## src/sv/abb_pkg.sv

```systemverilog
package abb_pkg;

    localparam int unsigned CfgIdxW = 3;
    localparam int unsigned CfgDataW = 13;
    localparam int unsigned DimW = 13;
    localparam int unsigned PixW = 32;
    localparam int unsigned IndexW = 24;
    localparam int unsigned ChanW = 8;
    localparam int unsigned SumW = 16;
    localparam int unsigned RecipW = 16;

    typedef logic [CfgIdxW-1:0] t_cfg_idx;

    localparam t_cfg_idx CFG_OFFSET_X = 3'd0;
    localparam t_cfg_idx CFG_OFFSET_Y = 3'd1;
    localparam t_cfg_idx CFG_DST_WIDTH = 3'd2;
    localparam t_cfg_idx CFG_DST_HEIGHT = 3'd3;
    localparam t_cfg_idx CFG_FAST_PATH = 3'd4;

    localparam logic [ChanW-1:0] ALPHA_SOLID = 8'hFC;
    localparam logic [ChanW-1:0] ALPHA_EMPTY = 8'h04;
    localparam logic [ChanW-1:0] ALPHA_FULL = 8'hFF;

    // floor(x / 255) == (x * 0x8081) >> 23 for every x below 65536
    localparam logic [RecipW-1:0] RECIP_255 = 16'h8081;
    localparam int unsigned RecipShift = 23;

    localparam logic [DimW-1:0] RST_WIDTH = 13'd640;
    localparam logic [DimW-1:0] RST_HEIGHT = 13'd480;

    typedef struct packed {
        logic              in_bounds;
        logic [IndexW-1:0] index;
    } t_pos;

    typedef struct packed {
        logic            skip;
        logic [PixW-1:0] pixel;
    } t_mix;

endpackage

```

## src/sv/abb_coord.sv

```systemverilog
module abb_coord
    import abb_pkg::*;
#(
    parameter int unsigned COORD_BITS = 12
) (
    input  logic                  i_clk,
    input  logic signed [DimW-1:0] i_offset_x,
    input  logic signed [DimW-1:0] i_offset_y,
    input  logic [DimW-1:0]       i_dst_width,
    input  logic [DimW-1:0]       i_dst_height,
    input  logic [COORD_BITS-1:0] i_src_x,
    input  logic [COORD_BITS-1:0] i_src_y,
    output t_pos                  o_pos
);

    localparam int unsigned PosW = ((COORD_BITS > DimW) ? COORD_BITS : DimW) + 1;
    localparam int unsigned ProdW = 2 * DimW;

    logic signed [PosW-1:0] w_ox;
    logic signed [PosW-1:0] w_oy;
    logic signed [PosW-1:0] w_sx;
    logic signed [PosW-1:0] w_sy;
    logic signed [PosW-1:0] w_dx;
    logic signed [PosW-1:0] w_dy;
    logic [PosW-1:0]        w_width;
    logic [PosW-1:0]        w_height;
    logic                   w_inside;

    logic             r_inside1;
    logic [DimW-1:0]  r_dx1;
    logic [DimW-1:0]  r_dy1;
    logic             r_inside2;
    logic [DimW-1:0]  r_dx2;
    logic [ProdW-1:0] r_prod2;
    t_pos             r_pos3;

    assign w_ox = PosW'(i_offset_x);
    assign w_oy = PosW'(i_offset_y);
    assign w_sx = PosW'(i_src_x);
    assign w_sy = PosW'(i_src_y);
    assign w_dx = w_ox + w_sx;
    assign w_dy = w_oy + w_sy;
    assign w_width = PosW'(i_dst_width);
    assign w_height = PosW'(i_dst_height);

    assign w_inside = !w_dx[PosW-1] && !w_dy[PosW-1] &&
                      ($unsigned(w_dx) < w_width) && ($unsigned(w_dy) < w_height);

    always_ff @(posedge i_clk) begin
        r_inside1 <= w_inside;
        r_dx1 <= w_dx[DimW-1:0];
        r_dy1 <= w_dy[DimW-1:0];

        r_inside2 <= r_inside1;
        r_dx2 <= r_dx1;
        r_prod2 <= r_dy1 * i_dst_width;

        r_pos3.in_bounds <= r_inside2;
        r_pos3.index <= IndexW'(r_dx2) + r_prod2[IndexW-1:0];
    end

    assign o_pos = r_pos3;

endmodule

```

## src/sv/abb_mix.sv

```systemverilog
module abb_mix
    import abb_pkg::*;
(
    input  logic            i_clk,
    input  logic            i_fast_path,
    input  logic [PixW-1:0] i_src_pixel,
    input  logic [PixW-1:0] i_dst_pixel,
    output t_mix            o_mix
);

    localparam int unsigned NumChan = 3;
    localparam int unsigned QuotW = 2 * RecipW;

    logic [ChanW-1:0] w_alpha;
    logic [ChanW-1:0] w_inv;

    logic             r_copy1;
    logic             r_skip1;
    logic [PixW-1:0]  r_src1;
    logic [SumW-1:0]  r_ps1 [NumChan];
    logic [SumW-1:0]  r_pd1 [NumChan];

    logic             r_copy2;
    logic             r_skip2;
    logic [PixW-1:0]  r_src2;
    logic [SumW-1:0]  r_sum2 [NumChan];

    logic [ChanW-1:0] w_q [NumChan];
    t_mix             r_mix3;

    assign w_alpha = i_src_pixel[PixW-1 -: ChanW];
    assign w_inv = ALPHA_FULL - w_alpha;

    genvar c;
    generate
        for (c = 0; c < NumChan; c++) begin : g_chan
            logic [QuotW-1:0] w_prod;

            assign w_prod = r_sum2[c] * RECIP_255;
            assign w_q[c] = w_prod[RecipShift +: ChanW];

            always_ff @(posedge i_clk) begin
                r_ps1[c] <= i_src_pixel[c*ChanW +: ChanW] * w_alpha;
                r_pd1[c] <= i_dst_pixel[c*ChanW +: ChanW] * w_inv;
                r_sum2[c] <= r_ps1[c] + r_pd1[c];
            end
        end
    endgenerate

    always_ff @(posedge i_clk) begin
        r_copy1 <= i_fast_path && (w_alpha > ALPHA_SOLID);
        r_skip1 <= i_fast_path && (w_alpha < ALPHA_EMPTY);
        r_src1 <= i_src_pixel;

        r_copy2 <= r_copy1;
        r_skip2 <= r_skip1;
        r_src2 <= r_src1;

        r_mix3.skip <= r_skip2;
        if (r_copy2) begin
            r_mix3.pixel <= r_src2;
        end else begin
            r_mix3.pixel <= {ALPHA_FULL, w_q[2], w_q[1], w_q[0]};
        end
    end

    assign o_mix = r_mix3;

endmodule

```

## src/sv/alpha_blend_blit_pixel_core.sv

```systemverilog
// channel    direction  handshake                 payload
// request    in         start, busy               i_src_pixel, i_dst_pixel, i_src_x, i_src_y
// result     out        o_done (one-cycle strobe) o_write_enable, o_dst_index, o_out_pixel
// config     in         i_cfg_valid, o_cfg_ready  i_cfg_index, i_cfg_data
//
// One request per clock; busy stays low. Each result is registered through the
// multiply / sum / reciprocal-multiply / output register chain.
// Reset (synchronous, i_rst_n low) clears the valid chain and loads register defaults.
// The receiver cannot stall, so the pipeline advances every cycle.
module alpha_blend_blit_pixel_core
    import abb_pkg::*;
#(
    parameter int unsigned COORD_BITS = 12
) (
    input  logic                  i_clk,
    input  logic                  i_rst_n,
    input  logic                  start,
    output logic                  busy,
    input  logic [PixW-1:0]       i_src_pixel,
    input  logic [PixW-1:0]       i_dst_pixel,
    input  logic [COORD_BITS-1:0] i_src_x,
    input  logic [COORD_BITS-1:0] i_src_y,
    output logic                  o_done,
    output logic                  o_write_enable,
    output logic [IndexW-1:0]     o_dst_index,
    output logic [PixW-1:0]       o_out_pixel,
    input  logic                  i_cfg_valid,
    output logic                  o_cfg_ready,
    input  t_cfg_idx              i_cfg_index,
    input  logic [CfgDataW-1:0]   i_cfg_data
);

    localparam int unsigned Depth = 3;

    logic signed [DimW-1:0] r_offset_x;
    logic signed [DimW-1:0] r_offset_y;
    logic [DimW-1:0]        r_dst_width;
    logic [DimW-1:0]        r_dst_height;
    logic                   r_fast_path;

    logic [Depth-1:0] r_valid;
    logic             r_done;
    logic             r_we;
    logic [IndexW-1:0] r_index;
    logic [PixW-1:0]  r_pixel;

    t_pos w_pos;
    t_mix w_mix;
    logic w_we;

    assign busy = 1'b0;
    assign o_cfg_ready = 1'b1;

    always_ff @(posedge i_clk) begin
        if (!i_rst_n) begin
            r_offset_x <= '0;
            r_offset_y <= '0;
            r_dst_width <= RST_WIDTH;
            r_dst_height <= RST_HEIGHT;
            r_fast_path <= 1'b1;
        end else if (i_cfg_valid) begin
            unique case (i_cfg_index)
                CFG_OFFSET_X:   r_offset_x <= i_cfg_data;
                CFG_OFFSET_Y:   r_offset_y <= i_cfg_data;
                CFG_DST_WIDTH:  r_dst_width <= i_cfg_data;
                CFG_DST_HEIGHT: r_dst_height <= i_cfg_data;
                CFG_FAST_PATH:  r_fast_path <= i_cfg_data[0];
                default: ;
            endcase
        end
    end

    abb_coord #(
        .COORD_BITS(COORD_BITS)
    ) u_coord (
        .i_clk       (i_clk),
        .i_offset_x  (r_offset_x),
        .i_offset_y  (r_offset_y),
        .i_dst_width (r_dst_width),
        .i_dst_height(r_dst_height),
        .i_src_x     (i_src_x),
        .i_src_y     (i_src_y),
        .o_pos       (w_pos)
    );

    abb_mix u_mix (
        .i_clk      (i_clk),
        .i_fast_path(r_fast_path),
        .i_src_pixel(i_src_pixel),
        .i_dst_pixel(i_dst_pixel),
        .o_mix      (w_mix)
    );

    assign w_we = w_pos.in_bounds && !w_mix.skip;

    always_ff @(posedge i_clk) begin
        if (!i_rst_n) begin
            r_valid <= '0;
            r_done <= 1'b0;
        end else begin
            r_valid <= {r_valid[Depth-2:0], start && !busy};
            r_done <= r_valid[Depth-1];
        end
        r_we <= w_we;
        r_index <= w_we ? w_pos.index : '0;
        r_pixel <= w_we ? w_mix.pixel : '0;
    end

    assign o_done = r_done;
    assign o_write_enable = r_we;
    assign o_dst_index = r_index;
    assign o_out_pixel = r_pixel;

endmodule

```

## config.mk

```make
export PLATFORM = sky130hd
export DESIGN_NAME = alpha_blend_blit_pixel_core
export DESIGN_NICKNAME = d
export VERILOG_FILES = /design/src/sv/abb_pkg.sv /design/src/sv/abb_coord.sv /design/src/sv/abb_mix.sv /design/src/sv/alpha_blend_blit_pixel_core.sv
export SDC_FILE = /design/constraint.sdc
export NUM_CORES = 2
export LEC_CHECK = 0
export BUFFER_PORTS_ARGS = -buffer_cell sky130_fd_sc_hd__buf_2
export CORE_MARGIN = 5
export CORE_UTILIZATION = 47
export CTS_BUF_LIST = sky130_fd_sc_hd__clkbuf_8 sky130_fd_sc_hd__clkbuf_16
export DETAILED_ROUTE_END_ITERATION = 8
export MAX_ROUTING_LAYER = met4
export PLACE_DENSITY_LB_ADDON = 0.08
export REMOVE_ABC_BUFFERS = 1
export SLEW_MARGIN = 5
export SYNTH_ARGS = -nofsm -noshare
export SYNTH_HDL_FRONTEND = slang
export SYNTH_SLANG_ARGS = --single-unit
```

## constraint.sdc

```tcl
create_clock -name i_clk -period 5.25 [get_ports i_clk]
set_input_delay 0 -clock i_clk [delete_from_list [all_inputs] [get_ports i_clk]]
set_output_delay 0 -clock i_clk [all_outputs]
set_load 0.05 [all_outputs]
```

==> run metrics <==
max cap viols=0; main combinational cell family by area after synthesis=adder cells; core area=around 75000 µm²; first-pass GRT wire length=between 100000 and 150000 µm; Yosys cell types=just under 70; CP max FO=11; Max Slew Vio Count=0; iteration count of the initial detailed-routing pass=5; multiplexer share of the synthesized area=0.05982%; gpl congestion=roughly 0.86; leak pwr=0.02009 µW; Final Skew=0.02296 ns; residual DRC count=0; Setup crit start=u_coord.r_dy1[8]; worst r2r src=u_coord.r_dy1[8]; Cells after Synth=3700; number of synthesized register bits=449; Max clock buf depth=3; fin nets=~5000; post-route design area=40410 µm²; final core occ=between 50% and 60%; Final Hold Viols=0; largest net degree at the start of global routing=58; Seq/Total Area, Yosys=25.28%; Vias per Instance=about 4.9; # IOs=~170; via count of the routed design=roughly 25000; die width=around 290 µm; Synth Area in Adders=39.52%; Placed Instances=4790; power per cell area=442.8 nW/µm²; complex-gate fraction of the synthesized area=8.079%; clk slew on worst S/H paths=0.06 ns; Sw Pwr=7007 µW; r2r worst-path depth=21; Synth async-reset ratio=0%; R2R Path End=u_coord.r_prod2[21]; worst setup path endpoint=u_coord.r_prod2[21]; initial core utilization=~48%; wire per inst=15.63 µm; worst-margin pin slew=1.031 ns; Setup crit start kind=flop; CP arrival=5.51 ns; Critical Path End Type=flop; Root Buffer=clkbuf_16; simple-gate share of the synthesized area=16.23%; Post-synth EDFFs=0; Crit Path Category=flop to flop; share of cells above drive strength 1=8.841%; outcome=complete, no violations; Comb power frac=between 50% and 60%; Routed WL=about 78000 µm; CTS tree=yes; Final HPWL DP=61900 µm; initial antenna violation count=4; Initial DRC Count=860; Die Area=81250 µm²; # H-tree levels=2; Final ANT Viol Nets=0; vias in the first global route=25420; Clock Sinks=449; Synth Cell Area=roughly 36000 µm²; Synth Warn #=0; # setup viols final=0; post-synthesis xor/xnor area fraction=4.409%; period utilization=95.02%; placed cell areas=37710 µm²; FILL cells=6881; row cnt=100; syn avg cell area=9.610 µm²; Flop pwr share=27.0%; Post-Layout Cell Count=4977; min Tclk post-route=4.989 ns; clock power share=20.6%; Slew headroom=31.02%; Peak Freq=around 0.2 GHz; Sw Share=39.16%; GR Util All Layers=approximately 20%; maximum vdd drop=0.2631 mV; grt ovf=0; worst skew pair latency=0.60 ns; Reg2Reg Setup Slack=0.26 ns; port bufs=157; Top FF cell, synth=dfxtp_1; area delta synth->final=13.65%; die height=285.1 µm; Req. time, crit path=5.77 ns; worst hold path class=primary input to flop; P_int=10890 µW; TritonCTS buffer count=51
==> per-layer routing <==
metal | global-route usage, % | vias up | wire length, µm
met1 | 26.34 | 11650 | 37130
met5 | - | - | 0
li1 | - | 12440 | -
met4 | 5.041 | 0 | 1870
met3 | 2.348 | 107 | 2647
met2 | 33.04 | 308 | 36170
==> critical path: stages, from the launching register on <==
cell and delay (ns):
dfxtp_2 0.39, buf_4 0.17, and2_1 0.17, fa_1 0.48, inv_1 0.05, fa_1 0.47
inv_1 0.05, fa_1 0.51, fa_1 0.55, inv_1 0.05, fa_1 0.47, inv_1 0.04
ha_1 0.23, a21o_1 0.20, a21oi_1 0.13, o21ai_0 0.08, o211ai_1 0.10, o31a_1 0.22
o21a_1 0.19, o21bai_1 0.08, a21oi_1 0.18, xnor2_1 0.13
==> cells in the final DEF, fill, tap and decap left out, types with 10 or more instances in the layout <==
cell type,n
nand2_1,352
xor2_1,42
or2_2,13
clkinv_2,13
a21boi_0,57
buf_4,57
and2_1,265
dfxtp_2,13
dfxtp_1,436
a21oi_1,97
xnor2_1,137
clkbuf_16,52
nor2b_1,139
o211ai_1,13
nor3_1,45
nor2_1,115
nand2b_1,106
o21ai_0,68
fa_1,342
o21ai_1,11
ha_1,576
o21a_1,33
or3_1,12
dlygate4sd3_1,87
o21bai_1,11
a21o_1,49
nand4_1,16
nand3_1,32
and3_1,10
inv_1,515
buf_2,157
==> final cells by class <==
class                      instances  area [µm²]  share of cell area, %
timing repair buffer             306        2185                  5.406
clock inverter                    41       422.9                  1.047
inverter                         507        1903                  4.710
clock buffer                      54        1329                  3.288
multi-input combinational       2647       24340                  60.24
tap                              969        1212                  3.000
sequential                       449        9005                  22.28
antenna                            4       10.01                0.02477
==> worst min-delay path by stage <==
| stage | from | endpoint | depth (start not counted) |
|---|---|---|---|
| global placement | start | r_valid[0] | 2 |
| CTS | i_src_pixel[30] | u_mix.r_src1[30] | 2 |
| detailed placement | start | r_valid[0] | 2 |
| global route | i_src_pixel[30] | u_mix.r_src1[30] | 2 |
| finish | i_src_pixel[24] | u_mix.r_pd1[0][0] | 2 |
| floorplan | i_src_pixel[0] | u_mix.r_src1[0] | 0 |
==> cells by family (layout without fill, tap and decap cells) <==
kind of cell	Yosys count	after routing
DFF	449	449
AOI/OAI and AO/OA	424	424
adders and majority gates	918	918
other	2	6
and+or+nand+nor	1122	1122
xor gates and xnor gates	179	179
muxes	2	2
buffers and inverters	604	908
==> metrics by stage <==
stage	setup slack (ns)	total power [µW]	TNS [ns]	hold WS [ns]
2_1_floorplan	0.4791	12050	0	0.02772
3_3_place_gp	0.07800	14240	0	0.2173
3_5_place_dp	0.01880	14260	0	0.2161
4_1_cts	0.008742	18200	0	0.006505
5_1_grt	-0.01789	19860	-0.02857	0.03516
6_report	0.2614	17890	0	0.04959
==> repair_timing <==
action                                 in CTS  in global routing
resized for setup                           0                 21
setup endpoints to repair                   0                  6
hold buffers                               87                  0
endpoints found under the hold margin     122                  0
buffers inserted                            0                  1
==> power by group through the flow <==
stage | registers [µW] | logic [µW] | clock network, µW
floorplan | 4970 | 7080 | 0
global placement | 4930 | 9310 | 0
detailed placement | 4930 | 9320 | 0
CTS | 4860 | 9520 | 3810
global route | 4940 | 11000 | 3950
finish | 4840 | 9370 | 3690
==> state kept, by name, summed over array words and instances (netlist names), 3 cells and up <==
signal,cells
o_dst_index,24
o_out_pixel,32
r_dst_height,13
r_dst_width,13
r_offset_x,13
r_offset_y,13
r_valid,3
u_coord.o_pos,25
u_coord.r_dx1,13
u_coord.r_dx2,13
u_coord.r_dy1,13
u_coord.r_prod2,24
u_mix.o_mix,33
u_mix.r_pd1,48
u_mix.r_ps1,48
u_mix.r_src1,32
u_mix.r_src2,32
u_mix.r_sum2,48
==> synth_stat cells (all sizes together) (13+ instances only) <==
cell    number  share of area (%)
ha         576                 20
inv        507                5.4
dfxtp      449                 25
nand2      352                3.7
fa         342                 19
and2       265                4.7
nor2b      140                2.5
xnor2      137                3.4
nor2       116                1.2
nand2b     106                1.9
a21oi      100                1.4
clkbuf      89               0.94
o21ai       79                1.1
a21boi      62                1.3
a21o        49                1.0
nor3        47               0.68
xor2        42                1.0
o21a        33               0.70
nand3       32               0.45
nand4       16               0.28
or2         14               0.25
o211ai      13               0.27
Note: power is estimated with default switching activity, not from simulation.
